File: src/rtl/ofrh_pkg.sv
package ofrh_pkg;

  localparam logic [63:0] GOLDEN_GAMMA = 64'h9e37_79b9_7f4a_7c15;
  localparam logic [63:0] MIX_MUL_A    = 64'hbf58_476d_1ce4_e5b9;
  localparam logic [63:0] MIX_MUL_B    = 64'h94d0_49bb_1331_11eb;

  localparam int unsigned MIX_SHIFT_A   = 30;
  localparam int unsigned MIX_SHIFT_B   = 27;
  localparam int unsigned MIX_SHIFT_OUT = 31;

  // one classified sample on its way from the front to the mixer
  typedef struct packed {
    logic [63:0] word;
    logic        resident;
    logic        last;
  } item_t;

endpackage

File: src/rtl/ofrh_fifo.sv
module ofrh_fifo #(
  parameter int unsigned DEPTH = 4
) (
  input  logic            clk_i,
  input  logic            rst_ni,
  input  logic            push_i,
  input  ofrh_pkg::item_t push_item_i,
  output logic            full_o,
  input  logic            pop_i,
  output logic            head_valid_o,
  output ofrh_pkg::item_t head_item_o
);
  import ofrh_pkg::*;

  localparam int unsigned PTR_W = $clog2(DEPTH);
  localparam int unsigned CNT_W = $clog2(DEPTH + 1);
  localparam logic [PTR_W-1:0] LAST_PTR = PTR_W'(DEPTH - 1);
  localparam logic [CNT_W-1:0] FULL_CNT = CNT_W'(DEPTH);

  item_t            slots_q [DEPTH];
  logic [PTR_W-1:0] wr_ptr_q, wr_ptr_d;
  logic [PTR_W-1:0] rd_ptr_q, rd_ptr_d;
  logic [CNT_W-1:0] count_q, count_d;
  logic             do_push, do_pop;

  assign full_o       = (count_q == FULL_CNT);
  assign head_valid_o = (count_q != '0);
  assign head_item_o  = slots_q[rd_ptr_q];
  assign do_push      = push_i && !full_o;
  assign do_pop       = pop_i && head_valid_o;

  always_comb begin
    wr_ptr_d = wr_ptr_q;
    rd_ptr_d = rd_ptr_q;
    count_d  = count_q;
    if (do_push) begin
      wr_ptr_d = (wr_ptr_q == LAST_PTR) ? '0 : wr_ptr_q + 1'b1;
    end
    if (do_pop) begin
      rd_ptr_d = (rd_ptr_q == LAST_PTR) ? '0 : rd_ptr_q + 1'b1;
    end
    if (do_push && !do_pop) begin
      count_d = count_q + 1'b1;
    end else if (do_pop && !do_push) begin
      count_d = count_q - 1'b1;
    end
  end

  always_ff @(posedge clk_i or negedge rst_ni) begin
    if (!rst_ni) begin
      wr_ptr_q <= '0;
      rd_ptr_q <= '0;
      count_q  <= '0;
    end else begin
      wr_ptr_q <= wr_ptr_d;
      rd_ptr_q <= rd_ptr_d;
      count_q  <= count_d;
    end
  end

  always_ff @(posedge clk_i) begin
    if (do_push) begin
      slots_q[wr_ptr_q] <= push_item_i;
    end
  end

endmodule

File: config.mk
export PLATFORM = sky130hd
export DESIGN_NAME = ofrh_fifo
export DESIGN_NICKNAME = d
export VERILOG_FILES = /design/src/rtl/ofrh_pkg.sv /design/src/rtl/ofrh_fifo.sv
export SDC_FILE = /design/constraint.sdc
export NUM_CORES = 1
export LEC_CHECK = 0
export ABC_CLOCK_PERIOD_IN_PS = 6920
export BUFFER_PORTS_ARGS = -buffer_cell sky130_fd_sc_hd__buf_4
export CORE_ASPECT_RATIO = 1.2
export CORE_UTILIZATION = 50
export DETAILED_ROUTE_END_ITERATION = 6
export PLACE_DENSITY = 0.77
export RECOVER_POWER = 25
export SYNTH_ARGS = -nofsm -noshare
export SYNTH_HDL_FRONTEND = slang
export SYNTH_SLANG_ARGS = --single-unit
File: constraint.sdc
create_clock -name clk_i -period 6.92 [get_ports clk_i]
set_input_delay 1.73 -clock clk_i [delete_from_list [all_inputs] [get_ports clk_i]]
set_output_delay 1.73 -clock clk_i [all_outputs]
set_load 0.01 [all_outputs]
==> reports/metrics.cfg <==
[final_layout]
area_delta_synth_final_pct = 19.9
final_cell_mix = 264 x edfxtp_1, 96 x buf_4, 66 x mux4_2, 46 x clkbuf_1, 27 x clkbuf_16
final_common_cell = edfxtp_1
nets = 610
finalNonFillerCells = 813
drive_gt1_share_pct = 38.3

[place]
numPortBuffers = 137
dp_cells = 765
place_hpwl_um = 9830
gp_congestion = 0.696

[timing]
tightest_slew_ns = 1.04
fmax_mhz = 216
period_needed_ns = 4.63
worst_hold_slack_ns = 0.491
finalCritPeriodShare_pct = 67.0
drv_slew = 0
slew_headroom_pct = 30.6
clock_skew_ns = 0.0126
rsz0062_at_grt = no
setup_tns_ns = 0
finalHoldViolCount = 0
setup_violations = 0

[synth]
synth.cell_area_sq_mm = 0.00998
yosys_warnings = 0
syn_inst = 382
synth_cell_types = 21
syn_nets = 459
avgSynthCellArea_sq_um = 26.1
ys_seq_area_share_pct = 81.2
synth.ff_latch_count = 271

[cts]
post-cts-setup-buffers = 0
hold_buffers = 0
clockRootBuffer = clkbuf_16
clk_pin_slew_worst_paths_ns = 0.06
postCtsResizedCells = 0
cts-buffers-inserted = 27
cts_buffer_depth = 3
numClockSinks = 271
htreeDepth = 1
cts_tree = built
clk_latency_ns = 0.52

[floorplanning]
dieWidth_um = 131
die_area_sq_mm = 0.0205
core_area_sq_mm = 0.0195
die_height_um = 157
ios = 138
rows = 56
start_util_pct = 51.1

[power]
switching_share_pct = 27.3
ir_drop_v = 0.000268
p_total_mw = 5.31
p_leak_nw = 3.99
p_sw_mw = 1.45
clockPowerShare_pct = 27.7
internal_power_mw = 3.87
power_density_mw_per_mm2 = 444
combinationalPowerShare_pct = 26.9
seqPwrFrac_pct = 45.3

[setup_path]
crit_arrival_ns = 2.90
crit_top_cell = buf_4
critical-path-top-delay-family = flip-flops
path_cells = buf_4, mux4_2, buf_4
start_kind = register
end_kind = primary output
worst-path-buf-inv = 2
cp_slowest_cell = dfrtp_4
path_max_fanout = 42
cp.required_ns = 5.19
cpPeakStageDelay_ns = 0.95
worst-setup-path-type = reg2out

[global_routing]
grt_pass1_wl_um = 26400
grt_usage_pct = 17.4
first_global_vias = 4942
grt_overflow = 0
met3_usage_pct = 3.38
grt_antenna_before_repair = 1
busiest_layer = met2
grt_use_met2_pct = 30.8
grt_use_met1_pct = 20.9
grt_max_degree = 69

[drt]
via_per_inst = 5.41
vias = 4401
drtPass1Iterations = 4
remaining_drc_errors = 0
routedWlPerCell_um = 21.4
antenna_left = 0
drt-initial-drc-count = 291
routed_wl_um = 17400

[outcome]
run_status = finished clean

[run]
max_cap_violations = 0

[min_path]
hold_class = reg2reg

flip-flops by register name, indices dropped and copies added, names as in the netlist:
name      cells
rd_ptr_q      2
slots_q     264
count_q       3
wr_ptr_q      2
synthesized netlist by cell type:
| cell type | n | area [sq um] |
|---|---|---|
| and2_1 | 4 | 25.0 |
| buf_1 | 3 | 11.3 |
| buf_12 | 3 | 60.1 |
| buf_2 | 5 | 25.0 |
| buf_4 | 4 | 30.0 |
| buf_6 | 1 | 11.3 |
| dfrtp_1 | 7 | 175 |
| edfxtp_1 | 264 | 7930 |
| fa_1 | 1 | 20.0 |
| ha_1 | 6 | 75.1 |
| inv_1 | 3 | 11.3 |
| mux2_2 | 3 | 33.8 |
| mux2_4 | 2 | 30.0 |
| mux4_2 | 66 | 1490 |
| nand2_1 | 1 | 3.75 |
| nor2_1 | 3 | 11.3 |
| nor2b_1 | 1 | 6.26 |
| nor3b_1 | 1 | 7.51 |
| or3_1 | 1 | 6.26 |
| xnor2_1 | 1 | 8.76 |
| xor2_1 | 2 | 17.5 |
worst paths after layout:
check | from | cells after the start | to | slack (ns)
worst max-delay path | rd_ptr_q[0] | 3 | head_item_o[8] | 2.29
worst min-delay path | count_q[2] | 1 | count_q[2] | 0.49
worst max register to register | count_q[2] | 3 | slots_q[2][56] | 4.51
worst min register to register | count_q[2] | 1 | count_q[2] | 0.49
max in group asynchronous | rst_ni | 1 | rd_ptr_q[1] | 5.47
min in group asynchronous | rst_ni | 1 | count_q[1] | 1.12
power groups by stage:
stage | logic, mW | clock network [mW] | registers [mW]
3_5_place_dp | 1.47 | 0 | 2.46
5_1_grt | 1.53 | 1.56 | 2.45
6_report | 1.43 | 1.47 | 2.41
4_1_cts | 1.48 | 1.51 | 2.42
2_1_floorplan | 1.02 | 0 | 2.27
3_3_place_gp | 1.45 | 0 | 2.43
worst reg2reg max path, cell delays in order, from the launching register on:
cell and delay [ns]:
dfrtp_1 0.39, nor3b_1 0.16, nor2b_1 0.50, and2_4 0.95
final cells by class:
type	instances	area, sq um
multi-input cells	92	1740
well taps	261	327
clock buffers	31	691
flip-flops and latches	271	8110
inverters	3	11.3
clock inverters	16	213
repair buffers	138	878
fillers	1355	7570
diodes	1	2.50
cells by family after synthesis:
logic type / count (synthesis) / share of synthesized area, %
muxes: 71 / 15.5
and+or+nand+nor: 11 / 0.602
adders and majority gates: 7 / 0.952
DFF: 271 / 81.2
buffers and inverters: 19 / 1.49
xor gates and xnor gates: 3 / 0.263
stage by stage:
stage	worst slack [ns]	area, sq um	util, %
after floorplan	2.91	9980	-
after global placement	2.72	11200	57.4
after detailed placement	2.72	11200	57.4
after CTS	2.16	12100	62.0
after global routing	2.04	12000	61.2
final	2.29	12000	61.3
per-layer routing:
layer | wire length (um) | share of wire (%) | vias up
met2 | 9520 | 55 | 109
met3 | 815 | 4.7 | 30
met5 | 0 | 0 | -
met1 | 6720 | 39 | 2333
met4 | 375 | 2.2 | 0
li1 | - | - | 1929
Note: power is estimated with default switching activity, not from simulation.
