<file path="src/rtl/ofrh_pkg.sv">
package ofrh_pkg;

  localparam logic [63:0] GOLDEN_GAMMA = 64'h9e37_79b9_7f4a_7c15;
  localparam logic [63:0] MIX_MUL_A    = 64'hbf58_476d_1ce4_e5b9;
  localparam logic [63:0] MIX_MUL_B    = 64'h94d0_49bb_1331_11eb;

  localparam int unsigned MIX_SHIFT_A   = 30;
  localparam int unsigned MIX_SHIFT_B   = 27;
  localparam int unsigned MIX_SHIFT_OUT = 31;

  // one classified sample on its way from the front to the mixer
  typedef struct packed {
    logic [63:0] word;
    logic        resident;
    logic        last;
  } item_t;

endpackage

</file>
<file path="src/rtl/ofrh_front.sv">
module ofrh_front (
  input  logic [14:0]    sample_index_i,
  input  logic [15:0]    sample_value_i,
  input  logic [15:0]    sample_material_i,
  input  logic           region_resident_i,
  input  logic           last_sample_i,
  output ofrh_pkg::item_t item_o
);
  import ofrh_pkg::*;

  logic [63:0] tuple;

  // index in 46..32, raw value in 31..16, material in 15..0
  assign tuple = {17'd0, sample_index_i, sample_value_i, sample_material_i};

  assign item_o.word     = tuple + GOLDEN_GAMMA;
  assign item_o.resident = region_resident_i;
  assign item_o.last     = last_sample_i;

endmodule

</file>
<file path="config.mk">
export PLATFORM = sky130hd
export DESIGN_NAME = ofrh_front
export DESIGN_NICKNAME = d
export VERILOG_FILES = /design/src/rtl/ofrh_pkg.sv /design/src/rtl/ofrh_front.sv
export SDC_FILE = /design/constraint.sdc
export NUM_CORES = 1
export LEC_CHECK = 0
export BUFFER_PORTS_ARGS = -buffer_cell sky130_fd_sc_hd__buf_2
export CORE_MARGIN = 2
export CORE_UTILIZATION = 43
export DETAILED_ROUTE_END_ITERATION = 6
export GPL_ROUTABILITY_DRIVEN = 0
export PLACE_DENSITY = 0.91
export SYNTH_ARGS = -nofsm -noshare
export SYNTH_HDL_FRONTEND = slang
export SYNTH_SLANG_ARGS = --single-unit
export TNS_END_PERCENT = 10
</file>
<file path="constraint.sdc">
create_clock -name vclk -period 2.2
set_clock_uncertainty 0.1 [all_clocks]
set_input_delay 0 -clock vclk [all_inputs]
set_output_delay 0 -clock vclk [all_outputs]
set_load 0.02 [all_outputs]
</file>
==> results.md, run 1 <==
- Status: completed
- IO Pins: 115
- DR pass1 iterations: 4
- CP Launch Type: input pin
- Register area: 0 um^2
- Proportion of power drawn by the clock network: 0
- Number of global-route vias before repair: 1809
- DRC violation total after the first TritonRoute iteration: 190
- Total core area: 3420 um^2
- DRC: 0
- Synth area leaders: xnor2_1 (16%), buf_4 (8.7%), xor2_1 (7.9%)
- Part of the power in combinational logic: 1.000
- Commonest non-fill, non-tap cell in the layout: buf_2
- Yosys cell types: 48
- Net Sw Power: 0.329 mW
- Yosys top cell area share: 0.158
- FF+latch count: 0
- Finish-stage setup viols: 0
- Seq/Total Area, Yosys: 0
- Area Growth Syn to Fin: 37.3%
- Final Hold Viols: 0
- CP required: 2.10 ns
- Largest net degree at the start of global routing: 14
- Net Sw Frac: 0.631
- Unrepaired setup endpoints after global routing: yes
- Max_cap viols: 0
- Peak supply drop: 0.106 mV
- Initial antenna violation count: 0
- ANT cells: 0
- Synthesis Warnings: 0
- LEAKAGE: 0.954 nW
- Syn Area/Cell: 6.65 um^2
- Drt via density: 5.37
- Tmin final: 2.10 ns
- Crit path arrival time: 2.00 ns
- DPL Wire Length: 4.11 mm
- Die X-Extent: 64.2 um
- Die area: 4120 um^2
- Post-Route WL: 4.91 mm
- Highest clock rate: 477 MHz
- Layout clock buffer count: 0
- Internal power: 0.193 mW
- Hold_ws: 0.177 ns
- Hold Path Class: input pin to output port
- CP Max Fanout: 3
- Flop pwr share: 0
- Area leader, netlist: xnor2_1
- Initial Util: 0.456
- Post-DRT Antenna Nets: 0
- Critical path type: input pin to output port
- Power density cells: 244 nW/um^2
- Final period util: 0.954
- Global-route wire length before repair: 7.82 mm
- FILL cells: 317
- IO buf count: 95
- Max-slew violation count: 0
- CP endpoint kind: output port
- WL/cell: 12.9 um
- Die H: 64.2 um
- Share of layout cells above drive strength 1: 0.381
- Global Route Usage Sum: 0.220
- Layout net count: 385
- Post-Synthesis Cells: 234
- Total congestion overflow: 0
- Commonest cells after routing, fill and taps aside: buf_2 (95), xnor2_1 (28), nor2_1 (18)
- Total number of vias: 2035
- Total power: 0.522 mW
- Post-CTS setup buffer count: 0
- Post-Syn Area: 1560 um^2
- Multi-input logic area: 1450 um^2
- FP Rows: 21
[final cells by class]
cell class / instances / area share
tap: 46 / 0.0269
inverter: 4 / 0.00703
multi-input combinational: 216 / 0.678
timing repair buffer: 113 / 0.288
[power by group through the flow]
stage / Clock, mW / Combinational (mW) / Sequential [mW]
2_1_floorplan: 0 / 0.344 / 0
3_3_place_gp: 0 / 0.501 / 0
3_5_place_dp: 0 / 0.508 / 0
4_1_cts: 0 / 0.517 / 0
5_1_grt: 0 / 0.562 / 0
6_report: 0 / 0.522 / 0
[logic make-up (layout without fill, tap and decap cells)]
kind of cell             after synthesis  in the layout  share of synthesized area
AO/OA/AOI/OAI                         64             64                      0.300
buffers and inverters                 32            117                      0.121
adder cells (fa/ha/maj)                1              1                    0.00804
XOR/XNOR                              42             42                      0.236
other                                  2             16                    0.00482
AND/OR/NAND/NOR                       93             93                      0.330
[cell usage after synthesis, types with 4 or more instances]
library cell / number
a31oi_1: 4
nand3_1: 8
buf_4: 18
nor2b_1: 5
clkbuf_1: 9
nand4_1: 5
nor2_1: 18
inv_1: 4
a21oi_1: 14
nor3_1: 6
or2_2: 5
nand2_1: 16
xnor2_1: 28
xor2_1: 14
or3_1: 7
o21ai_0: 12
and2_1: 4
[routing by layer]
metal / wire (um) / vias to the layer above / part of all wire / GRT usage
met2: 2430 / 107 / 0.49 / 0.402
met5: 0 / - / 0 / 0
met1: 2030 / 913 / 0.41 / 0.293
met3: 409 / 6 / 0.083 / 0.0141
met4: 40 / 0 / 0.0082 / 0.0160
li1: - / 1009 / - / -
[timing repair]
item,in CTS,in global routing
endpoints found under the hold margin,2,0
resized for setup,1,5
hold buffers,2,0
pin swaps,1,2
endpoints found under the setup margin,1,7
[path summary, 6_finish.rpt]
kind	from	end	slack, ns	cells after the start
max	sample_value_i[11]	item_o[48]	0.10	8
min	sample_material_i[0]	item_o[2]	0.18	3
[worst max-delay path, stage by stage]
cell and delay [ns]:
buf_2 0.10, or4_1 0.59, or3_4 0.38, nor3_2 0.14, nand3_2 0.12, a2111oi_4 0.32
xor2_1 0.16, buf_2 0.18
[through the flow]
step	std cells	worst slack [ns]	instance area (um^2)	setup TNS, ns	utilization
4_1_cts	379	0.00707	2120	0	0.621
2_1_floorplan	248	0.154	1610	0	-
3_3_place_gp	377	-0.0211	2090	-0.0211	0.612
3_5_place_dp	377	-0.0490	2090	-0.0490	0.612
5_1_grt	379	-0.0130	2140	-0.0130	0.626
6_report	379	0.102	2140	0	0.626
(Power assumes the default switching activity.)
==> inputs of run 2 (changes only) <==
--- a/config.mk
+++ b/config.mk
@@ -7,10 +7,10 @@
 export LEC_CHECK = 0
 export BUFFER_PORTS_ARGS = -buffer_cell sky130_fd_sc_hd__buf_2
 export CORE_MARGIN = 2
-export CORE_UTILIZATION = 43
+export CORE_UTILIZATION = 40
 export DETAILED_ROUTE_END_ITERATION = 6
 export GPL_ROUTABILITY_DRIVEN = 0
-export PLACE_DENSITY = 0.91
+export PLACE_DENSITY = 0.86
 export SYNTH_ARGS = -nofsm -noshare
 export SYNTH_HDL_FRONTEND = slang
 export SYNTH_SLANG_ARGS = --single-unit
==> results.md, run 2 (same netlist as run 1, synthesis figures left out) <==
- Status: completed
- FF+latch count: 0 (unchanged)
- Peak supply drop: 0.130 mV (+22%)
- CP Max Fanout: 4 (+1)
- Critical path type: input pin to output port
- Largest stage delay on the critical path: 0.36 ns (-0.23 ns)
- Highest clock rate: 477 MHz (about the same)
- CP endpoint kind: output port
- Placed Cells: 377 (unchanged)
- WL/cell: 13.2 um (+1.6%)
- Initial antenna violation count: 0 (unchanged)
- Layout clock buffer count: 0 (unchanged)
- Register area: 0 um^2 (unchanged)
- Max-slew violation count: 0 (unchanged)
- Max_cap viols: 0 (unchanged)
- Final period util: 0.953 (about the same)
- Multi-input logic area: 1460 um^2 (+0.60%)
- IO buf count: 95 (unchanged)
- FP Rows: 22 (+4.8%)
- DRC: 0 (unchanged)
- Critical path's slowest cell: or3_4
- Finish-stage setup viols: 0 (unchanged)
- Hold Path Class: input pin to output port
- Share of layout cells above drive strength 1: 0.386 (+0.00416)
- Total core area: 3690 um^2 (+8.0%)
- LEAKAGE: 0.956 nW (+0.20%)
- Global Route Usage Sum: 0.217 (-0.00265)
- CP required: 2.10 ns (about the same)
- DR pass1 iterations: 4 (unchanged)
- Die H: 66.4 um (+3.5%)
- Commonest non-fill, non-tap cell in the layout: buf_2
- Area after DPL: 2080 um^2 (-0.60%)
- Die X-Extent: 66.4 um (+3.5%)
- Max-slew headroom: 0.670
- Global-route wire length before repair: 7.91 mm (+1.1%)
- Power density cells: 245 nW/um^2 (+0.20%)
- Crit path arrival time: 2.00 ns (about the same)
- ANT cells: 0 (unchanged)
- DPL Wire Length: 4.19 mm (+2.0%)
- Total number of vias: 2080 (+2.2%)
- Post-Layout Cell Count: 380 (+0.26%)
- Post-Route WL: 5.00 mm (+1.9%)
- Die area: 4410 um^2 (+7.0%)
- Worst-margin pin slew: 0.488 ns
- Drt via density: 5.47 (+1.9%)
- Area Growth Syn to Fin: 37.7%
- DRC violation total after the first TritonRoute iteration: 174 (-8.4%)
- CP cell instances: buf_2 -> or3_4 -> or3_4 -> a2111oi_4 -> o22ai_2 -> o311ai_2 -> xor2_1 -> buf_2
- Number of global-route vias before repair: 1734 (-4.1%)
- CP Launch Type: input pin
- Layout net count: 384 (-0.26%)
- Post-DRT Antenna Nets: 0 (unchanged)
- Commonest cells after routing, fill and taps aside: buf_2 (94), xnor2_1 (28), nor2_1 (18)
- Total congestion overflow: 0 (unchanged)
- Final Hold Viols: 0 (unchanged)
- Unrepaired setup endpoints after global routing: yes
- Tmin final: 2.10 ns (-0.000957 ns)
- FILL cells: 362 (+14%)
- Post-route cell area: 2140 um^2 (+0.29%)
- Largest net degree at the start of global routing: 14 (unchanged)
- IO Pins: 115 (unchanged)
- Initial Util: 0.422 (-0.0337)
[run 2: cell types whose count changed in the layout (fill, tap and decap cells not counted)]
cell	previous run	this run
a21boi_0	3	2
a21boi_1	0	1
nor3_2	1	2
buf_2	95	94
or4_4	0	1
nor3_1	5	4
or4_1	1	0
[run 2: layout make-up]
type	instances	share of cell area
inverter	4	0.00701
multi-input combinational	216	0.680
tap	48	0.0280
timing repair buffer	112	0.285
[run 2: power breakdown]
| part | internal (mW) | switching [mW] |
|---|---|---|
| combinational | 0.194 | 0.330 |
| clock | 0 | 0 |
| sequential | 0 | 0 |
[run 2: final timing paths]
| kind | startpoint | endpoint | cells past startpoint |
|---|---|---|---|
| max | sample_value_i[14] | item_o[45] | 8 |
| min | sample_material_i[0] | item_o[2] | 3 |
[run 2: timing repair]
item,CTS,global route
hold buffers,2,0
pin swaps,2,4
buffers inserted,0,1
endpoints found under the setup margin,2,6
resized for setup,3,7
hold endpoints to repair,2,0
[run 2: metrics by stage]
step                      setup TNS, ns  utilization  worst slack (ns)  power, mW  hold WS (ns)
after floorplan                       0            -             0.154      0.344       -0.0234
after global placement          -0.0241        0.563           -0.0241      0.501       -0.0999
after detailed placement        -0.0295        0.563           -0.0198      0.510       -0.0999
after CTS                             0        0.574           0.00458      0.521         0.185
after global routing           -0.00923        0.581          -0.00923      0.565         0.203
final                                 0        0.581             0.103      0.524         0.183
[run 2: worst max-delay path: cells and delay by family]
family	cells	cell delay, ns
simple gates	2	0.70
buf+inv	2	0.31
xor+xnor	1	0.19
compound gates	3	0.78
[run 2: metal layers]
metal	vias up	share of wire	global-route usage
li1	1013	-	-
met1	951	0.42	0.292
met3	4	0.084	0.0239
met5	-	0	0
met2	112	0.49	0.383
met4	0	0.0044	0.0204
==> inputs of run 3 (changes only) <==
--- a/config.mk
+++ b/config.mk
@@ -6,11 +6,13 @@
 export NUM_CORES = 1
 export LEC_CHECK = 0
 export BUFFER_PORTS_ARGS = -buffer_cell sky130_fd_sc_hd__buf_2
+export CELL_PAD_IN_SITES_DETAIL_PLACEMENT = 0
+export CELL_PAD_IN_SITES_GLOBAL_PLACEMENT = 2
 export CORE_MARGIN = 2
-export CORE_UTILIZATION = 40
+export CORE_UTILIZATION = 20
 export DETAILED_ROUTE_END_ITERATION = 6
 export GPL_ROUTABILITY_DRIVEN = 0
-export PLACE_DENSITY = 0.86
+export PLACE_DENSITY = 0.9
 export SYNTH_ARGS = -nofsm -noshare
 export SYNTH_HDL_FRONTEND = slang
 export SYNTH_SLANG_ARGS = --single-unit
==> constraint.sdc (replaced) <==
create_clock -name vclk -period 2.2
set_clock_uncertainty 0.1 [all_clocks]
set_input_delay 0.22 -clock vclk [all_inputs]
set_output_delay 0.22 -clock vclk [all_outputs]
set_load 0.02 [all_outputs]
==> results.md, run 3 (same netlist as run 1, synthesis figures left out) <==
- Status: finished, violations left
- Failing checks: setup timing
- Die area: 8500 um^2 (+93%)
- Commonest cells after routing, fill and taps aside: buf_4 (80), buf_2 (75), xnor2_1 (28), nor2_1 (17), conb_1 (16)
- FF+latch count: 0 (unchanged)
- Top Family by Delay on Critical Path: simple AND/OR/NAND/NOR gates
- Final worst slack: -0.273 ns (-0.376 ns)
- CP cell instances: buf_6 -> or3_4 -> or3_4 -> a2111oi_4 -> buf_4 -> o22ai_4 -> o311ai_4 -> xor2_2 -> buf_6
- Post-DRT Antenna Nets: 0 (unchanged)
- Critical path buffers and inverters: 3 (+1)
- FILL cells: 850 (+130%)
- ANT cells: 0 (unchanged)
- Total congestion overflow: 0 (unchanged)
- DRC violation total after the first TritonRoute iteration: 117 (-33%)
- Final period util: 1.12 (+0.171)
- Largest net degree at the start of global routing: 13 (-1)
- Highest clock rate: 404 MHz (-15%)
- CP endpoint kind: output port
- IO buf count: 95 (unchanged)
- Register area: 0 um^2 (unchanged)
- CP Max Fanout: 3 (-1)
- CP required: 1.88 ns (-0.22 ns)
- Peak supply drop: 0.0787 mV (-39%)
- Max-slew headroom: 0.632 (-0.0376)
- WL/cell: 12.7 um (-3.6%)
- FP Rows: 32 (+45%)
- Area Growth Syn to Fin: 79.6%
- Post-Route WL: 6.16 mm (+23%)
- Die X-Extent: 92.2 um (+39%)
- Total core area: 7650 um^2 (+110%)
- Total power: 0.630 mW (+20%)
- Die H: 92.2 um (+39%)
- Initial Util: 0.204 (-0.218)
- Commonest non-fill, non-tap cell in the layout: buf_4
- Critical path type: input pin to output port
- Max_cap viols: 0 (unchanged)
- Post-route cell area: 2800 um^2 (+30%)
- Hold Path Class: input pin to output port
- Layout net count: 436 (+14%)
- LEAKAGE: 1.26 nW (+32%)
- Critical path's slowest cell: or3_4
- Layout clock buffer count: 0 (unchanged)
- Share of layout cells above drive strength 1: 0.518 (+0.133)
- Number of global-route vias before repair: 2072 (+19%)
- Finish-stage setup viols: 19 (+19)
- Final Hold Viols: 0 (unchanged)
- Tmin final: 2.47 ns (+0.376 ns)
- CP Launch Type: input pin
- Area after DPL: 2550 um^2 (+23%)
- Unrepaired setup endpoints after global routing: yes
- Placement Setup Slack: -0.418 ns (-0.399 ns)
- Largest stage delay on the critical path: 0.39 ns (+0.03 ns)
- Hold-fix buffers, CTS: 0 (-2)
- Global-route wire length before repair: 9.77 mm (+24%)
- DPL Wire Length: 5.25 mm (+25%)
- Power density cells: 225 nW/um^2 (-7.9%)
- Max-slew violation count: 0 (unchanged)
- IO Pins: 115 (unchanged)
- Crit path arrival time: 2.15 ns (+0.15 ns)
- Worst-margin pin slew: 0.551 ns (+0.0621 ns)
- DRC: 0 (unchanged)
- Initial antenna violation count: 0 (unchanged)
- DR pass1 iterations: 4 (unchanged)
- Total number of vias: 2182 (+4.9%)
- Multi-input logic area: 1580 um^2 (+8.1%)
- Drt via density: 4.49 (-18%)
- Global Route Usage Sum: 0.136 (-0.0818)
run 3: cell types whose count changed in the layout (fill, tap and decap cells not counted), moves of 4 or more:
cell and change:
o21ai_0 -4, buf_4 +64, o21ai_1 +4, buf_2 -19, buf_6 +9
run 3: worst paths after layout:
path	from	slack, ns	to	cells past startpoint
worst max-delay path	sample_value_i[13]	-0.27	item_o[45]	9
worst min-delay path	region_resident_i	0.34	item_o[1]	0
run 3: cell type report:
cell class / instances / share of cell area
inverters: 4 / 0.00537
repair buffers: 164 / 0.385
well taps: 102 / 0.0457
multi-input cells: 216 / 0.564
run 3: routing by layer:
metal	vias up	global-route usage	wire length (um)
met5	-	0	0
met4	0	0.00622	29
met3	2	0.00411	267
met2	60	0.249	3050
met1	1005	0.185	2810
li1	1115	-	-
run 3: through the flow:
stage / util / instances / hold WS (ns) / TNS, ns
after CTS: 0.352 / 483 / 0.340 / -3.29
after global placement: 0.334 / 483 / 0.340 / -4.68
after global routing: 0.366 / 486 / 0.340 / -4.81
final: 0.366 / 486 / 0.340 / -2.53
after floorplan: - / 248 / 0.417 / -0.823
after detailed placement: 0.334 / 483 / 0.340 / -4.79
run 3: what timing repair did:
action | 4_1_cts | 5_1_grt
gates resized for setup | 37 | 21
pin swaps | 11 | 7
buffers inserted | 0 | 3
endpoints found under the setup margin | 26 | 30
run 3: report_power, final:
| group | total, mW | internal (mW) | leakage, nW | switching [mW] |
|---|---|---|---|---|
| sequential | 0 | 0 | 0 | 0 |
| clock | 0 | 0 | 0 | 0 |
| combinational | 0.630 | 0.272 | 1.26 | 0.358 |
| total | 0.630 | 0.272 | 1.26 | 0.358 |
